**src/hdl/edl_pkg.sv**
```systemverilog
// Package for the definition-file lexer: mode and event codes, character constants
// and the per-byte lexing functions. No dependencies.
package edl_pkg;

	typedef enum logic [2:0] {
		M_OUT  = 3'd0,
		M_CMT  = 3'd1,
		M_HDR  = 3'd2,
		M_IN   = 3'd3,
		M_WORD = 3'd4,
		M_STR  = 3'd5,
		M_INT  = 3'd6,
		M_DEC  = 3'd7
	} mode_t;

	typedef enum logic [3:0] {
		EV_PAY   = 4'd0,
		EV_ODEF  = 4'd1,
		EV_CDEF  = 4'd2,
		EV_OPAR  = 4'd3,
		EV_CPAR  = 4'd4,
		EV_OBRC  = 4'd5,
		EV_CBRC  = 4'd6,
		EV_SEMI  = 4'd7,
		EV_QUES  = 4'd8,
		EV_NL    = 4'd9,
		EV_COMMA = 4'd10,
		EV_WORD  = 4'd11,
		EV_STR   = 4'd12,
		EV_INT   = 4'd13,
		EV_DEC   = 4'd14,
		EV_END   = 4'd15
	} event_t;

	localparam logic [7:0] CH_SLASH = 8'h2F;
	localparam logic [7:0] CH_STAR  = 8'h2A;
	localparam logic [7:0] CH_DOT   = 8'h2E;
	localparam logic [7:0] CH_MINUS = 8'h2D;
	localparam logic [7:0] CH_QUES  = 8'h3F;
	localparam logic [7:0] CH_SEMI  = 8'h3B;
	localparam logic [7:0] CH_LPAR  = 8'h28;
	localparam logic [7:0] CH_RPAR  = 8'h29;
	localparam logic [7:0] CH_LBRC  = 8'h7B;
	localparam logic [7:0] CH_RBRC  = 8'h7D;
	localparam logic [7:0] CH_COMMA = 8'h2C;
	localparam logic [7:0] CH_CR    = 8'h0D;
	localparam logic [7:0] CH_LF    = 8'h0A;
	localparam logic [7:0] CH_TAB   = 8'h09;
	localparam logic [7:0] CH_SPACE = 8'h20;
	localparam logic [7:0] CH_QUOTE = 8'h22;
	localparam logic [7:0] CH_ZERO  = 8'h30;
	localparam logic [7:0] CH_NINE  = 8'h39;

	// Outcome of lexing one byte in inside mode
	typedef struct packed {
		mode_t  mode;
		logic   consume;
		logic   has_ev;
		event_t ev;
	} inside_t;

	// Outcome of lexing one byte in any mode: up to two events
	typedef struct packed {
		mode_t      mode;
		logic       consume;
		logic [1:0] n;
		event_t     ev0;
		event_t     ev1;
	} lex_t;

	function automatic logic is_digit(logic [7:0] c);
		return (c >= CH_ZERO) && (c <= CH_NINE);
	endfunction

	// Lex one byte in inside mode; pv marks a valid lookahead byte
	function automatic inside_t lex_inside(logic [7:0] c, logic [7:0] peek, logic pv);
		inside_t r;
		r.mode    = M_IN;
		r.consume = 1'b0;
		r.has_ev  = 1'b1;
		r.ev      = EV_PAY;
		case (c) inside
			CH_STAR: begin
				r.has_ev  = pv && (peek == CH_SLASH);
				r.consume = r.has_ev;
				r.ev      = EV_CDEF;
				if (r.has_ev)
					r.mode = M_OUT;
			end
			CH_LPAR:  r.ev = EV_OPAR;
			CH_RPAR:  r.ev = EV_CPAR;
			CH_LBRC:  r.ev = EV_OBRC;
			CH_RBRC:  r.ev = EV_CBRC;
			CH_SEMI:  r.ev = EV_SEMI;
			CH_QUES:  r.ev = EV_QUES;
			CH_COMMA: r.ev = EV_COMMA;
			CH_CR: begin
				r.ev      = EV_NL;
				r.consume = pv && (peek == CH_LF);
			end
			CH_LF:    r.ev = EV_NL;
			CH_SPACE, CH_TAB: r.has_ev = 1'b0;
			CH_QUOTE: begin
				r.has_ev = 1'b0;
				r.mode   = M_STR;
			end
			default: begin
				r.mode = ((c == CH_MINUS) || is_digit(c)) ? M_INT : M_WORD;
				r.ev   = EV_PAY;
			end
		endcase
		return r;
	endfunction

	// Lex one byte in the given mode
	function automatic lex_t lex_byte(mode_t mode, logic [7:0] c, logic [7:0] peek,
			logic pv);
		lex_t    r;
		inside_t t;
		logic    word_end;
		logic    num_end;
		r.mode    = mode;
		r.consume = 1'b0;
		r.n       = 2'd0;
		r.ev0     = EV_PAY;
		r.ev1     = EV_PAY;
		t         = lex_inside(c, peek, pv);
		word_end  = (c == CH_SLASH && pv && peek == CH_STAR) || c == CH_LPAR ||
			c == CH_SPACE || c == CH_CR || c == CH_LF || c == CH_TAB;
		num_end   = c == CH_RPAR || c == CH_TAB || c == CH_COMMA || c == CH_SPACE;
		unique case (mode)
			M_OUT: begin
				if (c == CH_SLASH && pv) begin
					if (peek == CH_STAR) begin
						r.mode = M_HDR;
						r.n    = 2'd1;
						r.ev0  = EV_ODEF;
					end else if (peek == CH_SLASH) begin
						r.mode = M_CMT;
					end
				end
			end
			M_CMT: begin
				if (c == CH_LF)
					r.mode = M_OUT;
			end
			M_HDR: begin
				if (c == CH_SPACE)
					r.mode = M_IN;
			end
			M_IN: begin
				r.mode    = t.mode;
				r.consume = t.consume;
				r.n       = {1'b0, t.has_ev};
				r.ev0     = t.ev;
			end
			M_WORD: begin
				if (word_end) begin
					r.mode    = t.mode;
					r.consume = t.consume;
					r.n       = t.has_ev ? 2'd2 : 2'd1;
					r.ev0     = EV_WORD;
					r.ev1     = t.ev;
				end else begin
					r.n = 2'd1;
				end
			end
			M_STR: begin
				r.n = 2'd1;
				if (c == CH_QUOTE) begin
					r.mode = M_IN;
					r.ev0  = EV_STR;
				end
			end
			M_INT, M_DEC: begin
				if (is_digit(c) || c == CH_DOT) begin
					r.n = 2'd1;
					if (c == CH_DOT)
						r.mode = M_DEC;
				end else if (num_end) begin
					r.mode    = t.mode;
					r.consume = t.consume;
					r.n       = t.has_ev ? 2'd2 : 2'd1;
					r.ev0     = (mode == M_INT) ? EV_INT : EV_DEC;
					r.ev1     = t.ev;
				end else begin
					// keep the byte that turns the number into a word
					r.mode = M_WORD;
					r.n    = 2'd1;
				end
			end
		endcase
		return r;
	endfunction

endpackage

```
**src/hdl/edl_if.sv**
```systemverilog
// Handshake channels of the definition-file lexer: character input and event output.
// Depends on nothing.
interface edl_in_if;
	logic       valid;
	logic       ready;
	logic [7:0] ch;
	logic       end_of_input;

	modport source (output valid, output ch, output end_of_input, input ready);
	modport sink (input valid, input ch, input end_of_input, output ready);
endinterface

interface edl_out_if;
	logic       valid;
	logic       ready;
	logic [3:0] event_res;
	logic [7:0] data_byte;
	logic       last;

	modport source (output valid, output event_res, output data_byte, output last,
		input ready);
	modport sink (input valid, input event_res, input data_byte, input last,
		output ready);
endinterface

```
**src/hdl/entity_definition_lexer.sv**
```systemverilog
// Lexer for a bracketed definition format, one character per beat.
// Depends on edl_pkg and on the channels in edl_if.sv.
//
// Use: characters enter on the chars channel, one per beat; a beat with
// end_of_input set closes the stream (its ch is ignored). Each character is
// held for one beat and lexed when the next one arrives, as its lookahead.
// Events leave on the tokens channel: payload characters (event 0) and
// token kinds, with last marking the final event caused by one input beat.
// An input beat causes zero to three events.
// The events of an accepted beat appear in the next cycle.
// Throughput: one input beat per cycle while tokens.ready is high, if it
// causes at most one event; a beat with more events holds the input until
// the three-entry result register drains, one event per cycle while
// tokens.ready is high. End of input returns the lexer to outside mode, nothing held.
// Reset: outside mode, nothing held, result register empty.
// Stall: while tokens.ready is low the result register holds; chars.ready
// stays high only when the result register is empty or its last event is
// being taken in that cycle.
module entity_definition_lexer
	import edl_pkg::*;
(
	input  logic             clk,
	input  logic             arst_n,
	edl_in_if.sink           chars,
	edl_out_if.source        tokens
);

	mode_t      mode_q;
	logic [7:0] held_q;
	logic       held_valid_q;
	logic       skip_q;

	event_t     ev_s1 [3];
	logic [7:0] char_s1;
	logic [1:0] cnt_s1;
	logic [1:0] rd_q;

	lex_t       lx;
	logic       do_lex;
	logic       in_acc;
	logic       out_last;
	logic [1:0] nl;
	event_t     ev_cur;

	// Lex the held byte with the incoming one as lookahead
	always_comb begin
		lx     = lex_byte(mode_q, held_q, chars.ch, !chars.end_of_input);
		do_lex = held_valid_q && !skip_q;
		nl     = do_lex ? lx.n : 2'd0;
	end

	assign out_last     = (rd_q == (cnt_s1 - 2'd1));
	assign tokens.valid = (rd_q != cnt_s1);
	assign chars.ready  = !tokens.valid || (tokens.ready && out_last);
	assign in_acc       = chars.valid && chars.ready;

	// Advance lexer state on each accepted beat
	always_ff @(posedge clk or negedge arst_n) begin
		if (!arst_n) begin
			mode_q       <= M_OUT;
			held_q       <= 8'd0;
			held_valid_q <= 1'b0;
			skip_q       <= 1'b0;
		end else if (in_acc) begin
			if (chars.end_of_input) begin
				mode_q       <= M_OUT;
				held_q       <= 8'd0;
				held_valid_q <= 1'b0;
				skip_q       <= 1'b0;
			end else begin
				if (do_lex)
					mode_q <= lx.mode;
				skip_q       <= do_lex && lx.consume;
				held_q       <= chars.ch;
				held_valid_q <= 1'b1;
			end
		end
	end

	// Load the result register; the end event follows any lexed events
	always_ff @(posedge clk) begin
		if (in_acc) begin
			ev_s1[0] <= (chars.end_of_input && nl == 2'd0) ? EV_END : lx.ev0;
			ev_s1[1] <= (chars.end_of_input && nl == 2'd1) ? EV_END : lx.ev1;
			ev_s1[2] <= EV_END;
			char_s1  <= held_q;
		end
	end

	// Count and read pointer of the result register
	always_ff @(posedge clk or negedge arst_n) begin
		if (!arst_n) begin
			cnt_s1 <= 2'd0;
			rd_q   <= 2'd0;
		end else if (in_acc) begin
			cnt_s1 <= nl + {1'b0, chars.end_of_input};
			rd_q   <= 2'd0;
		end else if (tokens.valid && tokens.ready) begin
			rd_q <= rd_q + 2'd1;
		end
	end

	// Drive the event under the read pointer
	always_comb begin
		case (rd_q)
			2'd0:    ev_cur = ev_s1[0];
			2'd1:    ev_cur = ev_s1[1];
			default: ev_cur = ev_s1[2];
		endcase
	end

	assign tokens.event_res = ev_cur;
	assign tokens.data_byte = (ev_cur == EV_PAY) ? char_s1 : 8'd0;
	assign tokens.last      = out_last;

	// Input is never refused while no event waits
	a_ready_when_empty: assert property (@(posedge clk) disable iff (!arst_n)
		!tokens.valid |-> chars.ready)
		else $error("input stalled with empty result register");

	// An end-of-input beat always yields events and clears the lexer
	a_eoi_events: assert property (@(posedge clk) disable iff (!arst_n)
		(chars.valid && chars.ready && chars.end_of_input) |=>
			(tokens.valid && !held_valid_q && mode_q == M_OUT))
		else $error("end of input not reported or state not cleared");

	// The read pointer never passes the event count
	a_rd_bound: assert property (@(posedge clk) disable iff (!arst_n)
		rd_q <= cnt_s1)
		else $error("read pointer beyond event count");

endmodule

```
**src/flat_wrapper.sv**
```systemverilog
// flat-port wrapper written by rule: the top's interface ports become plain ports
module entity_definition_lexer_flat import edl_pkg::*;
  (clk, arst_n, chars_valid, chars_ch, chars_end_of_input, chars_ready, tokens_valid, tokens_event_res, tokens_data_byte, tokens_last, tokens_ready);
  edl_in_if chars_i ();
  edl_out_if tokens_i ();
  input  logic clk;
  input  logic arst_n;
  input wire logic [$bits(chars_i.valid)-1:0] chars_valid;
  input wire logic [$bits(chars_i.ch)-1:0] chars_ch;
  input wire logic [$bits(chars_i.end_of_input)-1:0] chars_end_of_input;
  output wire logic [$bits(chars_i.ready)-1:0] chars_ready;
  output wire logic [$bits(tokens_i.valid)-1:0] tokens_valid;
  output wire logic [$bits(tokens_i.event_res)-1:0] tokens_event_res;
  output wire logic [$bits(tokens_i.data_byte)-1:0] tokens_data_byte;
  output wire logic [$bits(tokens_i.last)-1:0] tokens_last;
  input wire logic [$bits(tokens_i.ready)-1:0] tokens_ready;
  assign chars_i.valid = chars_valid;
  assign chars_i.ch = chars_ch;
  assign chars_i.end_of_input = chars_end_of_input;
  assign chars_ready = chars_i.ready;
  assign tokens_valid = tokens_i.valid;
  assign tokens_event_res = tokens_i.event_res;
  assign tokens_data_byte = tokens_i.data_byte;
  assign tokens_last = tokens_i.last;
  assign tokens_i.ready = tokens_ready;
  entity_definition_lexer u_core (.clk(clk), .arst_n(arst_n), .chars(chars_i), .tokens(tokens_i));
endmodule
```
**config.mk**
```make
export PLATFORM = sky130hd
export DESIGN_NAME = entity_definition_lexer_flat
export DESIGN_NICKNAME = d
export VERILOG_FILES = /design/src/hdl/edl_pkg.sv /design/src/hdl/edl_if.sv /design/src/hdl/entity_definition_lexer.sv /design/src/flat_wrapper.sv
export SDC_FILE = /design/constraint.sdc
export NUM_CORES = 1
export LEC_CHECK = 0
export ABC_CLOCK_PERIOD_IN_PS = 3000
export BUFFER_PORTS_ARGS = -buffer_cell sky130_fd_sc_hd__buf_2
export CAP_MARGIN = 40
export CORE_MARGIN = 4
export CORE_UTILIZATION = 55
export CTS_CLUSTER_SIZE = 25
export DETAILED_ROUTE_END_ITERATION = 7
export PLACE_DENSITY = 0.76
export SYNTH_ARGS = -nofsm -noshare
export SYNTH_HDL_FRONTEND = slang
export SYNTH_SLANG_ARGS = --single-unit
```
**constraint.sdc**
```tcl
create_clock -name clk -period 3 [get_ports clk]
set_input_delay 0.3 -clock clk [delete_from_list [all_inputs] [get_ports clk]]
set_output_delay 0.3 -clock clk [all_outputs]
set_load 0.03 [all_outputs]
```
==> report_table.html <==
<table>
<tr><th>Metric</th><th>Value</th></tr>
<tr><th colspan="2">Outcome</th></tr>
<tr><td>Status</td><td>finished, final reports clean</td></tr>
<tr><th colspan="2">GRT</th></tr>
<tr><td>Via count of the first global-routing pass</td><td>about 2.1k</td></tr>
<tr><td>Largest net degree at the start of global routing</td><td>21</td></tr>
<tr><td>Global-route wire length before repair</td><td>10,400 um</td></tr>
<tr><td>Global routing usage summed across all routing layers</td><td>24.0%</td></tr>
<tr><td>Overflow left after global routing</td><td>0</td></tr>
<tr><td>Initial antenna violation count</td><td>0</td></tr>
<tr><th colspan="2">Clock tree</th></tr>
<tr><td>Insertion delay to the later sink of the worst-skew pair</td><td>a little under 300 ps</td></tr>
<tr><td>Clk buf depth</td><td>2</td></tr>
<tr><td>Clock transition at path regs</td><td>70 ps</td></tr>
<tr><td>TritonCTS clock tree</td><td>built</td></tr>
<tr><td>Root cell of the clock tree</td><td>clkbuf_8</td></tr>
<tr><td>CTS H-tree depth</td><td>2</td></tr>
<tr><td>Sink count of the clock tree</td><td>33</td></tr>
<tr><td>Number of buffers created by CTS</td><td>5</td></tr>
<tr><th colspan="2">Logic synthesis</th></tr>
<tr><td>Average cell area after synthesis</td><td>approximately 9 um2</td></tr>
<tr><td>Portion of the post-synthesis area used by sequential elements</td><td>36.3%</td></tr>
<tr><td>Multiplexer fraction of the synthesized cell area</td><td>1.71%</td></tr>
<tr><td>Dominant combinational cell family by area after synthesis</td><td>simple AND/OR/NAND/NOR gates</td></tr>
<tr><td>Post-synthesis share of cell area spent on full adders, half adders and majority gates</td><td>1.50%</td></tr>
<tr><td>Synth area leaders</td><td>edfxtp_1 19%, dfrtp_1 17%, nand2b_1 4.8%</td></tr>
<tr><td>Net Count, Synth</td><td>298</td></tr>
<tr><td>Main flop type after synthesis</td><td>dfrtp_1</td></tr>
<tr><td>Number of enable flip-flop cells after synthesis</td><td>16</td></tr>
<tr><td>Flip-flop and latch count after synthesis</td><td>33</td></tr>
<tr><td>Async S/R FF share, synth</td><td>51.5%</td></tr>
<tr><td>Fraction of the mapped netlist area in simple logic gates</td><td>30.1%</td></tr>
<tr><td>Cell type with the highest aggregate area in the netlist</td><td>edfxtp_1</td></tr>
<tr><td>Number of distinct library cells after synthesis</td><td>70</td></tr>
<tr><td>Most numerous cell in the Yosys netlist</td><td>nand2_1</td></tr>
<tr><td>Yosys warning total</td><td>0</td></tr>
<tr><td>Syn Std Cell Area</td><td>2490 um2</td></tr>
<tr><td>Most frequent cells after synthesis</td><td>27 x nand2_1, 21 x o21ai_0, 19 x nand2b_1</td></tr>
<tr><td>Synthesized-area fraction occupied by ao, oa, aoi and oai cells</td><td>approximately a quarter</td></tr>
<tr><td>Share of the synthesized area in the top cell type</td><td>19.3%</td></tr>
<tr><td>Syn Inst Count</td><td>around 280</td></tr>
<tr><td>XOR/XNOR share of the synthesized area</td><td>1.76%</td></tr>
<tr><th colspan="2">STA</th></tr>
<tr><td>Max-slew violation count</td><td>0</td></tr>
<tr><td>Final worst path period share</td><td>a little over nine tenths</td></tr>
<tr><td>Final critical-path required period</td><td>2850 ps</td></tr>
<tr><td>Skew final</td><td>5.22 ps</td></tr>
<tr><td>Number of hold violations in the final report</td><td>0</td></tr>
<tr><td>Slew HR</td><td>59.8%</td></tr>
<tr><td>Max frequency</td><td>about 350 MHz</td></tr>
<tr><td>Setup-failing EPs final</td><td>0</td></tr>
<tr><td>Accumulated negative setup slack</td><td>0 ps</td></tr>
<tr><td>Actual transition at the worst max-transition pin</td><td>597 ps</td></tr>
<tr><td>Setup repair after global routing missed its margin</td><td>no</td></tr>
<tr><th colspan="2">Route</th></tr>
<tr><td>Total detailed-routing wirelength</td><td>6230 um</td></tr>
<tr><td>Via Count</td><td>~2.4k</td></tr>
<tr><td>Antenna Nets Post-Route</td><td>0</td></tr>
<tr><td>First-iteration detailed-routing DRC count</td><td>210</td></tr>
<tr><td>Routed vias/inst</td><td>6.35</td></tr>
<tr><td>Number of optimization iterations in the first detailed-route pass</td><td>4</td></tr>
<tr><td>DRC violations left</td><td>0</td></tr>
<tr><td>Average routed wire per standard cell</td><td>~17 um</td></tr>
<tr><th colspan="2">Die</th></tr>
<tr><td>Floorplan core area</td><td>4380 um2</td></tr>
<tr><td>Initial Util</td><td>56.9%</td></tr>
<tr><td>Die Span Y</td><td>75.4 um</td></tr>
<tr><td>Number of placed I/O pins</td><td>28</td></tr>
<tr><td>Die area</td><td>5680 um2</td></tr>
<tr><td>Num rows</td><td>24</td></tr>
<tr><td>Die span in x</td><td>75.4 um</td></tr>
<tr><th colspan="2">Critical path</th></tr>
<tr><td>Classification of the worst setup path</td><td>reg -&gt; reg</td></tr>
<tr><td>Critical Path Start Type</td><td>flip-flop</td></tr>
<tr><td>Worst setup EP type</td><td>flip-flop</td></tr>
<tr><td>Maximum cell stage delay along the critical path</td><td>around 520 ps</td></tr>
<tr><td>Cell type of the slowest stage on the worst timing path</td><td>dfrtp_1</td></tr>
<tr><td>Critical Path, Cell by Cell</td><td>or4_4 -&gt; nor3_2 -&gt; a22oi_1 -&gt; a211o_1 -&gt; o221ai_2 -&gt; inv_2 -&gt; ha_1 -&gt; or4_1 -&gt; nand3_1</td></tr>
<tr><td>Endpoint required time on the critical path</td><td>3230 ps</td></tr>
<tr><td>Crit path buf inv count</td><td>1</td></tr>
<tr><td>Crit-path max FO</td><td>12</td></tr>
<tr><td>Top delay family on crit path</td><td>simple AND/OR/NAND/NOR gates</td></tr>
<tr><td>Worst path arrival time</td><td>3080 ps</td></tr>
<tr><th colspan="2">Final layout</th></tr>
<tr><td>Final nets</td><td>335</td></tr>
<tr><td>Layout overhead on the synthesized area</td><td>16.4%</td></tr>
<tr><td>Post-route non-filler standard cell count</td><td>372</td></tr>
<tr><td>Layout fillers</td><td>~350</td></tr>
<tr><td>Layout cells sized above 1</td><td>23.4%</td></tr>
<tr><td>Antenna Cells</td><td>0</td></tr>
<tr><th colspan="2">Place</th></tr>
<tr><td>Final weighted congestion in routability-driven placement</td><td>about 1.0</td></tr>
<tr><td>Number of instances in the placed design</td><td>~360</td></tr>
<tr><td>IO buf count</td><td>27</td></tr>
<tr><td>Detailed Place HPWL</td><td>approximately 4700 um</td></tr>
<tr><th colspan="2">Power</th></tr>
<tr><td>Static leakage</td><td>around 1.1 nW</td></tr>
<tr><td>Maximum vdd ir drop</td><td>0.435 mV</td></tr>
<tr><td>Areal power density over the cells</td><td>798 nW/um2</td></tr>
<tr><th colspan="2">Run</th></tr>
<tr><td>Count of maximum capacitance violations</td><td>0</td></tr>
<tr><th colspan="2">Worst hold path</th></tr>
<tr><td>Path type of the worst min-delay path</td><td>in -&gt; reg</td></tr>
</table>
## routing by layer
layer	track usage [%]	vias to the layer above	wire, um
li1	-	1154	-
met1	32.5	1112	2830
met2	38.9	81	2890
met3	4.22	17	364
met4	8.35	0	148
met5	0	-	0
## final timing paths
| path | from | end | slack [ps] | cells past startpoint |
|---|---|---|---|---|
| max in group asynchronous | arst_n | u_core.held_q[7]$_DFFE_PN0P_ | 2240 | 2 |
| worst max-delay path | u_core.held_q[2]$_DFFE_PN0P_ | u_core.cnt_s1[1]$_DFFE_PN0P_ | 150 | 9 |
| worst min register to register | u_core.skip_q$_DFFE_PN0P_ | u_core.skip_q$_DFFE_PN0P_ | 470 | 2 |
| min in group asynchronous | arst_n | u_core.held_q[3]$_DFFE_PN0P_ | 460 | 2 |
| worst max register to register | u_core.held_q[2]$_DFFE_PN0P_ | u_core.cnt_s1[1]$_DFFE_PN0P_ | 150 | 9 |
| worst min-delay path | chars_ch[6] | u_core.held_q[6]$_DFFE_PN0P_ | 270 | 3 |
## worst min-delay path, delay by kind of cell
family | cells | cell delay (ps)
AO/OA/AOI/OAI | 1 | 60
AND/OR/NAND/NOR | 1 | 60
buffers and inverters | 1 | 110
## registers in the layout (all words and copies together) (netlist names)
name	count
u_core.skip_q	1
u_core.held_valid_q	1
u_core.cnt_s1	2
u_core.char_s1	8
u_core.mode_q	3
u_core.rd_q	2
u_core.ev_s1	8
u_core.held_q	8
## layout by cell type, fill, tap and decap left out, drive strengths merged, types with 6 or more instances in the layout
master	count
buf	48
nand2	27
o21ai	22
nand2b	19
dfrtp	17
edfxtp	16
nand3	11
a21oi	10
nor2	10
and2	9
inv	7
o211ai	6
a22oi	6
clkbuf	6
nor3	6
## stage by stage
step	cell area (um2)	util (%)	power, mW	setup WS (ps)	hold WS (ps)
floorplan	2490	-	1.55	228	4.41
global placement	2760	63.0	1.86	178	251
detailed placement	2760	63.0	1.89	105	248
CTS	2880	65.7	2.29	84.8	280
global route	2900	66.2	2.48	12.4	276
finish	2900	66.2	2.32	147	274
## kinds of logic (layout without fill, tap and decap cells)
group,count (synthesis),in the layout
compound gates,86,86
mux,4,4
flops,33,33
buf+inv,26,64
fa+ha+maj,3,3
simple gates,125,125
xor+xnor,5,5
## layout make-up
| cell class | instances | area (um2) | share of cell area, % |
|---|---|---|---|
| Tap cell | 52 | 65.1 | 2.24 |
| Multi-Input combinational cell | 223 | 1500 | 51.5 |
| Timing Repair Buffer | 49 | 303 | 10.4 |
| Sequential cell | 33 | 908 | 31.3 |
| Inverter | 7 | 26.3 | 0.905 |
| Clock inverter | 2 | 33.8 | 1.16 |
| Clock buffer | 6 | 72.6 | 2.50 |
## where the power goes
| part | switching, mW | internal, mW |
|---|---|---|
| clock | 0.157 | 0.245 |
| combinational | 0.743 | 0.426 |
| sequential | 0.105 | 0.642 |
## repair_timing
action / in CTS / in global routing
endpoints found under the hold margin: 17 / 0
endpoints found under the setup margin: 0 / 1
resized for setup: 0 / 4
buffers inserted: 0 / 2
hold buffers: 1 / 0
(Power assumes the default switching activity.)
